<file path="config.mk">
export PLATFORM = sky130hd
export DESIGN_NAME = opb_ctrl
export DESIGN_NICKNAME = d
export VERILOG_FILES = /design/src/rtl/opb_pkg.sv /design/src/rtl/opb_ctrl.sv
export VERILOG_INCLUDE_DIRS = /design/src /design/src/rtl
export SDC_FILE = /design/constraint.sdc
export NUM_CORES = 1
export LEC_CHECK = 0
export BUFFER_PORTS_ARGS = -buffer_cell sky130_fd_sc_hd__buf_2
export CAP_MARGIN = 20
export CORE_AREA = 2 2 39 41
export DETAILED_ROUTE_END_ITERATION = 10
export DIE_AREA = 0 0 41 43
export GPL_TIMING_DRIVEN = 0
export PLACE_DENSITY = 0.52
export SLEW_MARGIN = 30
export SYNTH_ARGS = -nofsm -noshare
export SYNTH_HDL_FRONTEND = slang
export SYNTH_SLANG_ARGS = --single-unit
</file>
<file path="constraint.sdc">
create_clock -name clk -period 1.95 [get_ports clk]
set_input_delay 0.195 -clock clk [delete_from_list [all_inputs] [get_ports clk]]
set_output_delay 0.195 -clock clk [all_outputs]
set_load 0.005 [all_outputs]
</file>
<file path="src/rtl/ogg_page_builder_defines.svh">
// Assertion macros shared by the Ogg page builder modules.
`ifndef OGG_PAGE_BUILDER_DEFINES_SVH
`define OGG_PAGE_BUILDER_DEFINES_SVH

`ifndef SYNTHESIS
// Checked on every rising edge outside reset.
`define OPB_ASSERT(lbl, prop, msg) \
	lbl: assert property (@(posedge clk) disable iff (!arst_n) prop) else $error(msg);
// Checked on every rising edge, also while reset is applied.
`define OPB_ASSERT_ALWAYS(lbl, prop, msg) \
	lbl: assert property (@(posedge clk) prop) else $error(msg);
`else
`define OPB_ASSERT(lbl, prop, msg)
`define OPB_ASSERT_ALWAYS(lbl, prop, msg)
`endif

`endif

</file>
<file path="src/rtl/opb_pkg.sv">
// Shared types, constants and functions of the Ogg page builder.
package opb_pkg;

	// Default payload capacity in bytes.
	localparam int PAYLOAD_DEPTH_DEF = 4096;

	// Fixed header length and lacing value limit.
	localparam int FIXED_HDR = 27;
	localparam int LACE_MAX  = 255;

	// Ogg CRC-32 generator polynomial, MSB first.
	localparam logic [31:0] OGG_POLY = 32'h04C11DB7;

	// Capture pattern "OggS".
	localparam logic [7:0] OGG_MAGIC [4] = '{8'h4F, 8'h67, 8'h67, 8'h53};
	localparam logic [7:0] OGG_VERSION = 8'h00;

	// Input item kinds carried on s_tuser.
	localparam logic ACT_LOAD = 1'b0;
	localparam logic ACT_READ = 1'b1;

	// Controller states.
	typedef enum logic [2:0] {
		S_IDLE,
		S_CRC_RUN,
		S_CRC_TAIL,
		S_READY,
		S_RD_OUT
	} state_t;

	// Kind of result written into the output register.
	typedef enum logic [1:0] {
		RES_REFUSE,
		RES_LOAD,
		RES_READ
	} res_t;

	// Commands from the controller to the datapath.
	typedef struct packed {
		logic store;
		logic save_hdr;
		logic crc_start;
		logic crc_issue;
		logic ptr_inc;
		logic ptr_clr;
		logic page_clr;
		logic out_load;
		res_t res;
	} cmd_t;

	// Status from the datapath to the controller.
	typedef struct packed {
		logic full;
		logic at_last;
	} sts_t;

	// One byte of the Ogg CRC-32, eight shift steps.
	function automatic logic [31:0] crc_byte(input logic [31:0] crc, input logic [7:0] b);
		logic [31:0] c;
		c = crc ^ {b, 24'h000000};
		for (int k = 0; k < 8; k++) begin
			c = c[31] ? ((c << 1) ^ OGG_POLY) : (c << 1);
		end
		return c;
	endfunction

endpackage

</file>
<file path="src/rtl/opb_ctrl.sv">
// Controller of the Ogg page builder: phase state machine and handshakes.
`include "ogg_page_builder_defines.svh"

module opb_ctrl (
	input  logic             clk,
	input  logic             arst_n,
	input  logic             s_tvalid,
	output logic             s_tready,
	input  logic             action,
	input  logic             last,
	output logic             m_tvalid,
	input  logic             m_tready,
	input  opb_pkg::sts_t    sts,
	output opb_pkg::cmd_t    cmd
);

	opb_pkg::state_t state_q;
	opb_pkg::state_t state_nxt;
	logic            m_tvalid_q;
	logic            slot_free;
	logic            take;
	logic            is_load;

	// The output register is free when empty or drained in this cycle.
	assign slot_free = !m_tvalid_q || m_tready;
	assign s_tready  = slot_free && (state_q == opb_pkg::S_IDLE || state_q == opb_pkg::S_READY);
	assign take      = s_tvalid && s_tready;
	assign is_load   = (action == opb_pkg::ACT_LOAD);
	assign m_tvalid  = m_tvalid_q;

	// Next state.
	always_comb begin
		state_nxt = state_q;
		case (state_q)
			opb_pkg::S_IDLE: begin
				if (take && is_load && last) begin
					state_nxt = opb_pkg::S_CRC_RUN;
				end
			end
			opb_pkg::S_CRC_RUN: begin
				if (sts.at_last) begin
					state_nxt = opb_pkg::S_CRC_TAIL;
				end
			end
			opb_pkg::S_CRC_TAIL: begin
				state_nxt = opb_pkg::S_READY;
			end
			opb_pkg::S_READY: begin
				if (take && !is_load) begin
					state_nxt = opb_pkg::S_RD_OUT;
				end
			end
			opb_pkg::S_RD_OUT: begin
				state_nxt = sts.at_last ? opb_pkg::S_IDLE : opb_pkg::S_READY;
			end
			default: begin
				state_nxt = opb_pkg::S_IDLE;
			end
		endcase
	end

	// Datapath commands.
	always_comb begin
		cmd.store     = 1'b0;
		cmd.save_hdr  = 1'b0;
		cmd.crc_start = 1'b0;
		cmd.crc_issue = 1'b0;
		cmd.ptr_inc   = 1'b0;
		cmd.ptr_clr   = 1'b0;
		cmd.page_clr  = 1'b0;
		cmd.out_load  = 1'b0;
		cmd.res       = opb_pkg::RES_REFUSE;
		case (state_q)
			opb_pkg::S_IDLE: begin
				if (take) begin
					cmd.out_load = 1'b1;
					if (is_load) begin
						cmd.res       = opb_pkg::RES_LOAD;
						cmd.store     = !sts.full;
						cmd.save_hdr  = last;
						cmd.crc_start = last;
						cmd.ptr_clr   = last;
					end
				end
			end
			opb_pkg::S_CRC_RUN: begin
				cmd.crc_issue = 1'b1;
				cmd.ptr_inc   = !sts.at_last;
			end
			opb_pkg::S_CRC_TAIL: begin
				cmd.ptr_clr = 1'b1;
			end
			opb_pkg::S_READY: begin
				// A load in this phase is refused; a read moves to the read-out state for the memory.
				if (take && is_load) begin
					cmd.out_load = 1'b1;
				end
			end
			opb_pkg::S_RD_OUT: begin
				cmd.out_load = 1'b1;
				cmd.res      = opb_pkg::RES_READ;
				cmd.ptr_inc  = !sts.at_last;
				cmd.ptr_clr  = sts.at_last;
				cmd.page_clr = sts.at_last;
			end
			default: begin
				cmd.res = opb_pkg::RES_REFUSE;
			end
		endcase
	end

	// State and output valid registers.
	always_ff @(posedge clk or negedge arst_n) begin
		if (!arst_n) begin
			state_q    <= opb_pkg::S_IDLE;
			m_tvalid_q <= 1'b0;
		end else begin
			state_q <= state_nxt;
			if (cmd.out_load) begin
				m_tvalid_q <= 1'b1;
			end else if (m_tready) begin
				m_tvalid_q <= 1'b0;
			end
		end
	end

	`OPB_ASSERT(a_busy_no_ready,
		(state_q == opb_pkg::S_CRC_RUN || state_q == opb_pkg::S_CRC_TAIL) |-> !s_tready,
		"input taken during the checksum pass")
	`OPB_ASSERT(a_tail_to_ready, state_q == opb_pkg::S_CRC_TAIL |=> state_q == opb_pkg::S_READY,
		"checksum pass did not end in the ready phase")
	`OPB_ASSERT(a_rd_out_slot, state_q == opb_pkg::S_RD_OUT |-> slot_free,
		"read result found the output register occupied")
	`OPB_ASSERT_ALWAYS(a_rst_idle, !arst_n |=> state_q == opb_pkg::S_IDLE,
		"controller not idle after reset")

endmodule

</file>
# Yosys cells after proc, flatten, opt, wreduce, memory -nomap -nowiden
# Cells that the tools add are included.
dict set report word_totals {
  regBits 4
  out_inout_bits 12
}
dict set report classes {
  eq_ne 7
  mux 21
  bitwise_logic 1
  n_reduce_logical 14
}
# op count
set op_table {}
lappend op_table {{two-way mux 3 bit} 7}
lappend op_table {{case mux 3 bit (5 select lines)} 1}
lappend op_table {{two-way mux 1 bit} 9}
lappend op_table {{equality test 3 x 2 -> 1 bit (second input constant)} 2}
lappend op_table {{case mux 1 bit (3 select lines)} 2}
lappend op_table {{logical AND 1 bit} 5}
lappend op_table {{!= test 2 x 1 -> 1 bit (second input constant)} 2}
lappend op_table {{case mux 2 bit (2 select lines)} 1}
lappend op_table {{equality test 3 x 1 -> 1 bit (second input constant)} 1}
lappend op_table {{equality test 3 bit (second input constant)} 1}
lappend op_table {{zero test 1 bit} 3}
lappend op_table {{zero test 3 bit} 1}
lappend op_table {{AND reduction 3 bit} 1}
lappend op_table {{logical OR 1 bit} 2}
lappend op_table {{two-way mux 2 bit} 1}
lappend op_table {{!= test 2 bit (second input constant)} 1}
lappend op_table {{nonzero test 2 bit} 1}
lappend op_table {{OR reduction 2 bit} 1}
lappend op_table {{NOT 1 bit} 1}

# Depth between registers and ports, before layout
# Gate-level depths: netlist of the first run.
dict set report logic_depth {
  ltp_word 8
  ltp_mapped 5
}

# Least setup slack after synthesis of the first run
# OpenSTA, ideal clock, no wires.
dict set report synth_timing {
  path_kind {flip-flop to output port}
  from {register state_q[1]}
  to {output port cmd[8] (netlist bit)}
  arrival_ns 1.152
  required_ns 1.755
  path_slack_ns 0.603
  stages_incl_launch_ff 4
  cell_sequence {dfrtp_1 -> or2_2 -> nor3_1 -> buf_4}
}
# item line_no
set synth_lines {}
lappend synth_lines {{start, declared} opb_ctrl.sv:17} ;# opb_pkg::state_t state_q;
lappend synth_lines {{start signal, assigned} opb_ctrl.sv:115} ;# state_q <= opb_pkg::S_IDLE;
lappend synth_lines {{start signal, assigned} opb_ctrl.sv:118} ;# state_q <= state_nxt;
lappend synth_lines {{end, declared} opb_ctrl.sv:14} ;# output opb_pkg::cmd_t cmd

==> out/qor.csv, run 1 <==
metric;value;unit
area delta synth->final;45.0;%
vias in the first global route;372;
sequential power share;0.281;
DRT iter0 DRCs;3;
worst hold path type;primary input to flip-flop;
DRT Pass-1 Iters;4;
Vias;392;
All-Layer GR Usage;0.120;
post-DP HPWL;694;um
Post-layout nets;77;
root buffer cell;clkbuf_4;
CTS Buf Count;3;
synth warn;0;
initial antenna violation count;0;
internal power;0.342;mW
Clock Tree Buf Depth;2;
Avg WL per Cell;10.6;um
combinational fraction of design power;0.551;
Least-Margin Pin Slew;0.260;ns
global route total overflow;0;
Setup-failing EPs final;0;
Final TNS setup;0;ns
Max-slew headroom;0.825;
Max-Cap Viols;0;
PortBufs;19;
post-synthesis cell type count;23;
setup ws final;0.212;ns
crit path launch type;flip-flop;
commonest non-fill, non-tap cell in the layout;buf_2;
highest-count cells in the layout ignoring fill and taps;buf_2 (19), nor2_1 (4), nand2_1 (4), dfrtp_1 (4);
clock-pin slew on the worst setup and hold paths;0.04;ns
clock share of power;0.168;
switching part of the total;0.410;
Leakage;0.257;nW
Die Span X;41;um
final antenna diode count;0;
antenna-violating nets left;0;
Layout Utilization;0.344;
status;complete, no violations;
Initial Utilization;0.237;
TritonCTS Sinks;4;
Crit. End Element;output port;
Core Area;0.00138;mm^2
synthesized area;328;um^2
Tmin final;1.74;ns
Clk Latency, worst-skew pair;0.23;ns
Post-Syn Nets;52;
Max VDD drop;0.340;mV
Post-Syn Instances;44;
num ports;20;
Post-Syn Area per Cell;7.45;um^2
RePlAce Congestion;0.836;
Rows;14;
worst-path maximum fanout;10;
die area;0.00176;mm^2
final wirelength;883;um
dpl cell area;443;um^2
setup repair after global routing missed its margin;false;
vias per cell;4.72;
Arrival @ worst endpoint;1.54;ns
CTS tree;yes;
fin. max-slew vios;0;
NetSw;0.238;mW
CTS H-tree lvls;1;
DRC Markers;0;
PD cells;1220;mW/mm^2
first-pass GRT wire length;1520;um
hold violation count in the final report;0;
achievable clock frequency;0.575;GHz
Vert. Die Dim;43;um
post-route cell area;475;um^2
register area share after synthesis;0.305;
largest net degree at the start of global routing;11;
worst hold slack;0.220;ns
Filler cells;168;
synthesis-stage register bit count;4;
period utilisation layout;0.891;
CP required;1.75;ns
WS Path Type;flip-flop to output port;
clock skew;0.00553;ns
Post-Place Setup Slack;0.467;ns
layout cells sized above 1;0.418;
[critical path: stages, from the launching register on]
cell and delay [ns]:
dfrtp_1 0.37, buf_4 0.17, nor2_2 0.20, nand2_1 0.10, nor3_1 0.22, buf_4 0.15, buf_2 0.10
[sequential cells by signal, indices dropped and copies added (netlist names)]
| name | flops |
|---|---|
| state_q | 3 |
| m_tvalid | 1 |
[power by group through the flow]
stage,combinational [mW],sequential [mW],clock (mW)
2_1_floorplan,0.211,0.151,0
3_3_place_gp,0.321,0.164,0
3_5_place_dp,0.319,0.163,0
4_1_cts,0.323,0.162,0.100
5_1_grt,0.363,0.171,0.104
6_report,0.319,0.163,0.0974
[final timing paths]
| path | startpoint | slack (ns) | to | cells after the start |
|---|---|---|---|---|
| setup / recovery | state_q[2] | 0.21 | cmd[8] | 6 |
| setup reg to reg | state_q[2] | 0.76 | state_q[0] | 4 |
| hold reg to reg | state_q[1] | 0.62 | state_q[1] | 1 |
| min in group asynchronous | arst_n | 0.30 | m_tvalid | 2 |
| hold / removal | action | 0.22 | state_q[2] | 3 |
| max in group asynchronous | arst_n | 1.52 | state_q[1] | 2 |
[routing by layer]
metal,GRT usage,vias to the layer above,share of wire
met1,0.156,179,0.47
li1,-,203,-
met3,0.0419,0,0.068
met5,0,-,0
met2,0.188,10,0.46
met4,0.0200,0,0
[cell families (layout without fill, tap and decap cells)]
kind of cell              Yosys count  after routing  share of synthesized area
buffers and inverters               4             27                     0.0687
xor gates and xnor gates            1              1                     0.0267
DFF                                 4              4                      0.305
AOI/OAI and AO/OA                   9              9                      0.176
and+or+nand+nor                    26             26                      0.424
[per-stage QoR]
stage / std cells / power (mW)
floorplan: 44 / 0.361
global placement: 79 / 0.485
global route: 83 / 0.638
detailed placement: 79 / 0.482
CTS: 83 / 0.585
finish: 83 / 0.579
[cell usage after synthesis (all sizes together)]
| master | n | area, um^2 |
|---|---|---|
| inv | 2 | 7.51 |
| nand3 | 3 | 15.0 |
| nand2 | 4 | 15.0 |
| nand4 | 2 | 12.5 |
| dfrtp | 4 | 100 |
| nand2b | 2 | 12.5 |
| nor2 | 5 | 21.3 |
| a21oi | 2 | 10.0 |
| nor3 | 3 | 15.0 |
| or2 | 1 | 6.26 |
| a41o | 1 | 10.0 |
| and2 | 3 | 20.0 |
| o21ai | 3 | 15.0 |
| a31oi | 1 | 6.26 |
| and3 | 1 | 6.26 |
| and2b | 1 | 8.76 |
| a22oi | 1 | 7.51 |
| or3 | 1 | 6.26 |
| buf | 2 | 15.0 |
| o311ai | 1 | 8.76 |
| xnor2 | 1 | 8.76 |
[area by class of cell]
class	instances	area, um^2	share of cell area
inverter	2	7.51	0.0158
timing repair buffer	20	105	0.221
buffer	2	15.0	0.0316
clock buffer	3	22.5	0.0474
tap	16	20.0	0.0421
sequential	4	100	0.211
multi-input combinational	36	205	0.432
[what timing repair did]
item	CTS	global route
resized for setup	0	0
endpoints found under the hold margin	4	0
setup buffers	0	0
hold buffers	1	0
(Power assumes the default switching activity.)
==> run 2: changes to the inputs <==
Settings changed: PLACE_DENSITY 0.52 to 0.53.
==> run 2 against run 1 <==
Cell area stayed put. Sequential share of layout area stayed put. Via count is 0.26% lower. Combinational power hardly changed. Sequential power hardly changed. Highest routed layer unchanged. First-iteration DRC count grew to 4.7 times the previous value. Clock-buffer cell count stayed put. Die area stayed put.
==> out/qor.csv, run 2 (synthesized netlist as in run 1, its figures left out) <==
metric;value;unit;change
Leakage;0.257;nW;unchanged
antenna-violating nets left;0;;unchanged
worst hold slack;0.203;ns;-0.0172 ns
DRT Pass-1 Iters;3;;-1
WS Path Type;flip-flop to output port;;
Max-slew headroom;0.837;;+0.0113
layout cells sized above 1;0.418;;unchanged
worst r2r src;state_q[2];;
Max-Cap Viols;0;;unchanged
root buffer cell;clkbuf_4;;
TritonCTS Sinks;4;;unchanged
All-Layer GR Usage;0.110;;-0.0102
achievable clock frequency;0.582;GHz;+1.2%
Final TNS setup;0;ns;unchanged
die area;0.00176;mm^2;unchanged
total power;0.586;mW;+1.1%
dpl cell area;443;um^2;unchanged
Arrival @ worst endpoint;1.52;ns;-0.02 ns
commonest non-fill, non-tap cell in the layout;buf_2;;
DRC Markers;0;;unchanged
post-route cell area;475;um^2;unchanged
worst hold path type;primary input to flip-flop;;
clock skew;0.00648;ns;+0.000956 ns
Crit. End Element;output port;;
Avg WL per Cell;10.7;um;+0.11%
Vert. Die Dim;43;um;unchanged
Tmin final;1.72;ns;-0.0202 ns
CTS Buf Count;3;;unchanged
first-pass GRT wire length;1290;um;-15%
period utilisation layout;0.881;;-0.0103
PortBufs;19;;unchanged
Clk Latency, worst-skew pair;0.24;ns;about the same
Vias;391;;-0.26%
RePlAce Congestion;0.695;;-17%
setup ws final;0.232;ns;+0.0202 ns
Post-layout nets;77;;unchanged
largest net degree at the start of global routing;11;;unchanged
fin. max-slew vios;0;;unchanged
R2R setup slack;0.75;ns;about the same
CP required;1.75;ns;about the same
Clock Tree Buf Depth;2;;unchanged
CTS tree;yes;;
Least-Margin Pin Slew;0.244;ns;-0.0158 ns
Core Area;0.00138;mm^2;unchanged
max reg flops;3;;unchanged
highest-count cells in the layout ignoring fill and taps;buf_2 (19), nor2_1 (4), nand2_1 (4), dfrtp_1 (4);;
worst-path maximum fanout;10;;unchanged
Post-Place Setup Slack;0.474;ns;+0.00781 ns
clock-pin slew on the worst setup and hold paths;0.04;ns;about the same
global route total overflow;0;;unchanged
setup repair after global routing missed its margin;false;;
Max VDD drop;0.330;mV;-2.9%
termination of the worst setup path;cmd[8];;
Initial Utilization;0.237;;unchanged
vias per cell;4.71;;-0.26%
final wirelength;884;um;+0.11%
Rows;14;;unchanged
status;complete, no violations;;
hold violation count in the final report;0;;unchanged
initial antenna violation count;0;;unchanged
PD cells;1230;mW/mm^2;+1.1%
WL met2;398;um;-1.5%
Setup-failing EPs final;0;;unchanged
Die Span X;41;um;unchanged
vias in the first global route;314;;-16%
wl on met1;430;um;+2.6%
Critical path origin;state_q[2];;
Post-CTS Setup Bufs;0;;unchanged
crit path launch type;flip-flop;;
Most flops, register;state_q;;
Reg-to-Reg End;state_q[0];;
final antenna diode count;0;;unchanged
area delta synth->final;45.0;%;unchanged
DRT iter0 DRCs;14;;+11
Hold Startpoint;action;;
wire length on met3;55;um;-8.3%
CTS H-tree lvls;1;;unchanged
max layer used;met3;;
num ports;20;;unchanged
post-DP HPWL;672;um;-3.2%
Worst R2R Path Depth;4;;unchanged
==> run 2: cell counts in the layout (fill, tap and decap cells not counted) <==
Identical to the previous run, type by type.
==> run 2: how the worst min path moves through the flow <==
stage,end,slack (ns),depth (start not counted)
final,state_q[2],0.20,3
after floorplan,m_tvalid,-0.10,0
after global routing,state_q[2],0.21,3
after global placement,state_q[2],0.001,1
after detailed placement,state_q[2],0.001,1
after CTS,state_q[2],0.20,3
==> run 2: worst max-delay path, stage by stage (launching register included) <==
cell and delay, ns:
dfrtp_1 0.37, buf_4 0.17, nor2_2 0.20, nand2_1 0.10
nor3_1 0.20, buf_4 0.15, buf_2 0.09
==> run 2: what timing repair did <==
item                      in CTS  in global routing
hold endpoints to repair       4                  0
resized for setup              0                  0
hold buffers                   1                  0
==> run 2: cell type report <==
class,instances,area (um^2)
fillers,162,908
multi-input cells,36,205
repair buffers,20,105
flip-flops and latches,4,100
clock buffers,3,22.5
well taps,16,20.0
plain buffers,2,15.0
inverters,2,7.51
==> run 2: report_power, final <==
part / switching (mW) / internal (mW)
Clock: 0.0348 / 0.0689
Combinational: 0.161 / 0.156
Sequential: 0.0480 / 0.117
Total: 0.244 / 0.342
==> run 2: through the flow <==
stage	utilization	std cells
after detailed placement	0.320	79
after CTS	0.344	83
after global routing	0.344	83
after floorplan	-	44
final	0.344	83
after global placement	0.320	79
==> run 2: layer usage <==
| metal | vias to the layer above | GRT usage |
|---|---|---|
| met5 | - | 0 |
| met4 | 0 | 0.0600 |
| met3 | 0 | 0.0314 |
| met2 | 10 | 0.141 |
| met1 | 180 | 0.159 |
| li1 | 201 | - |
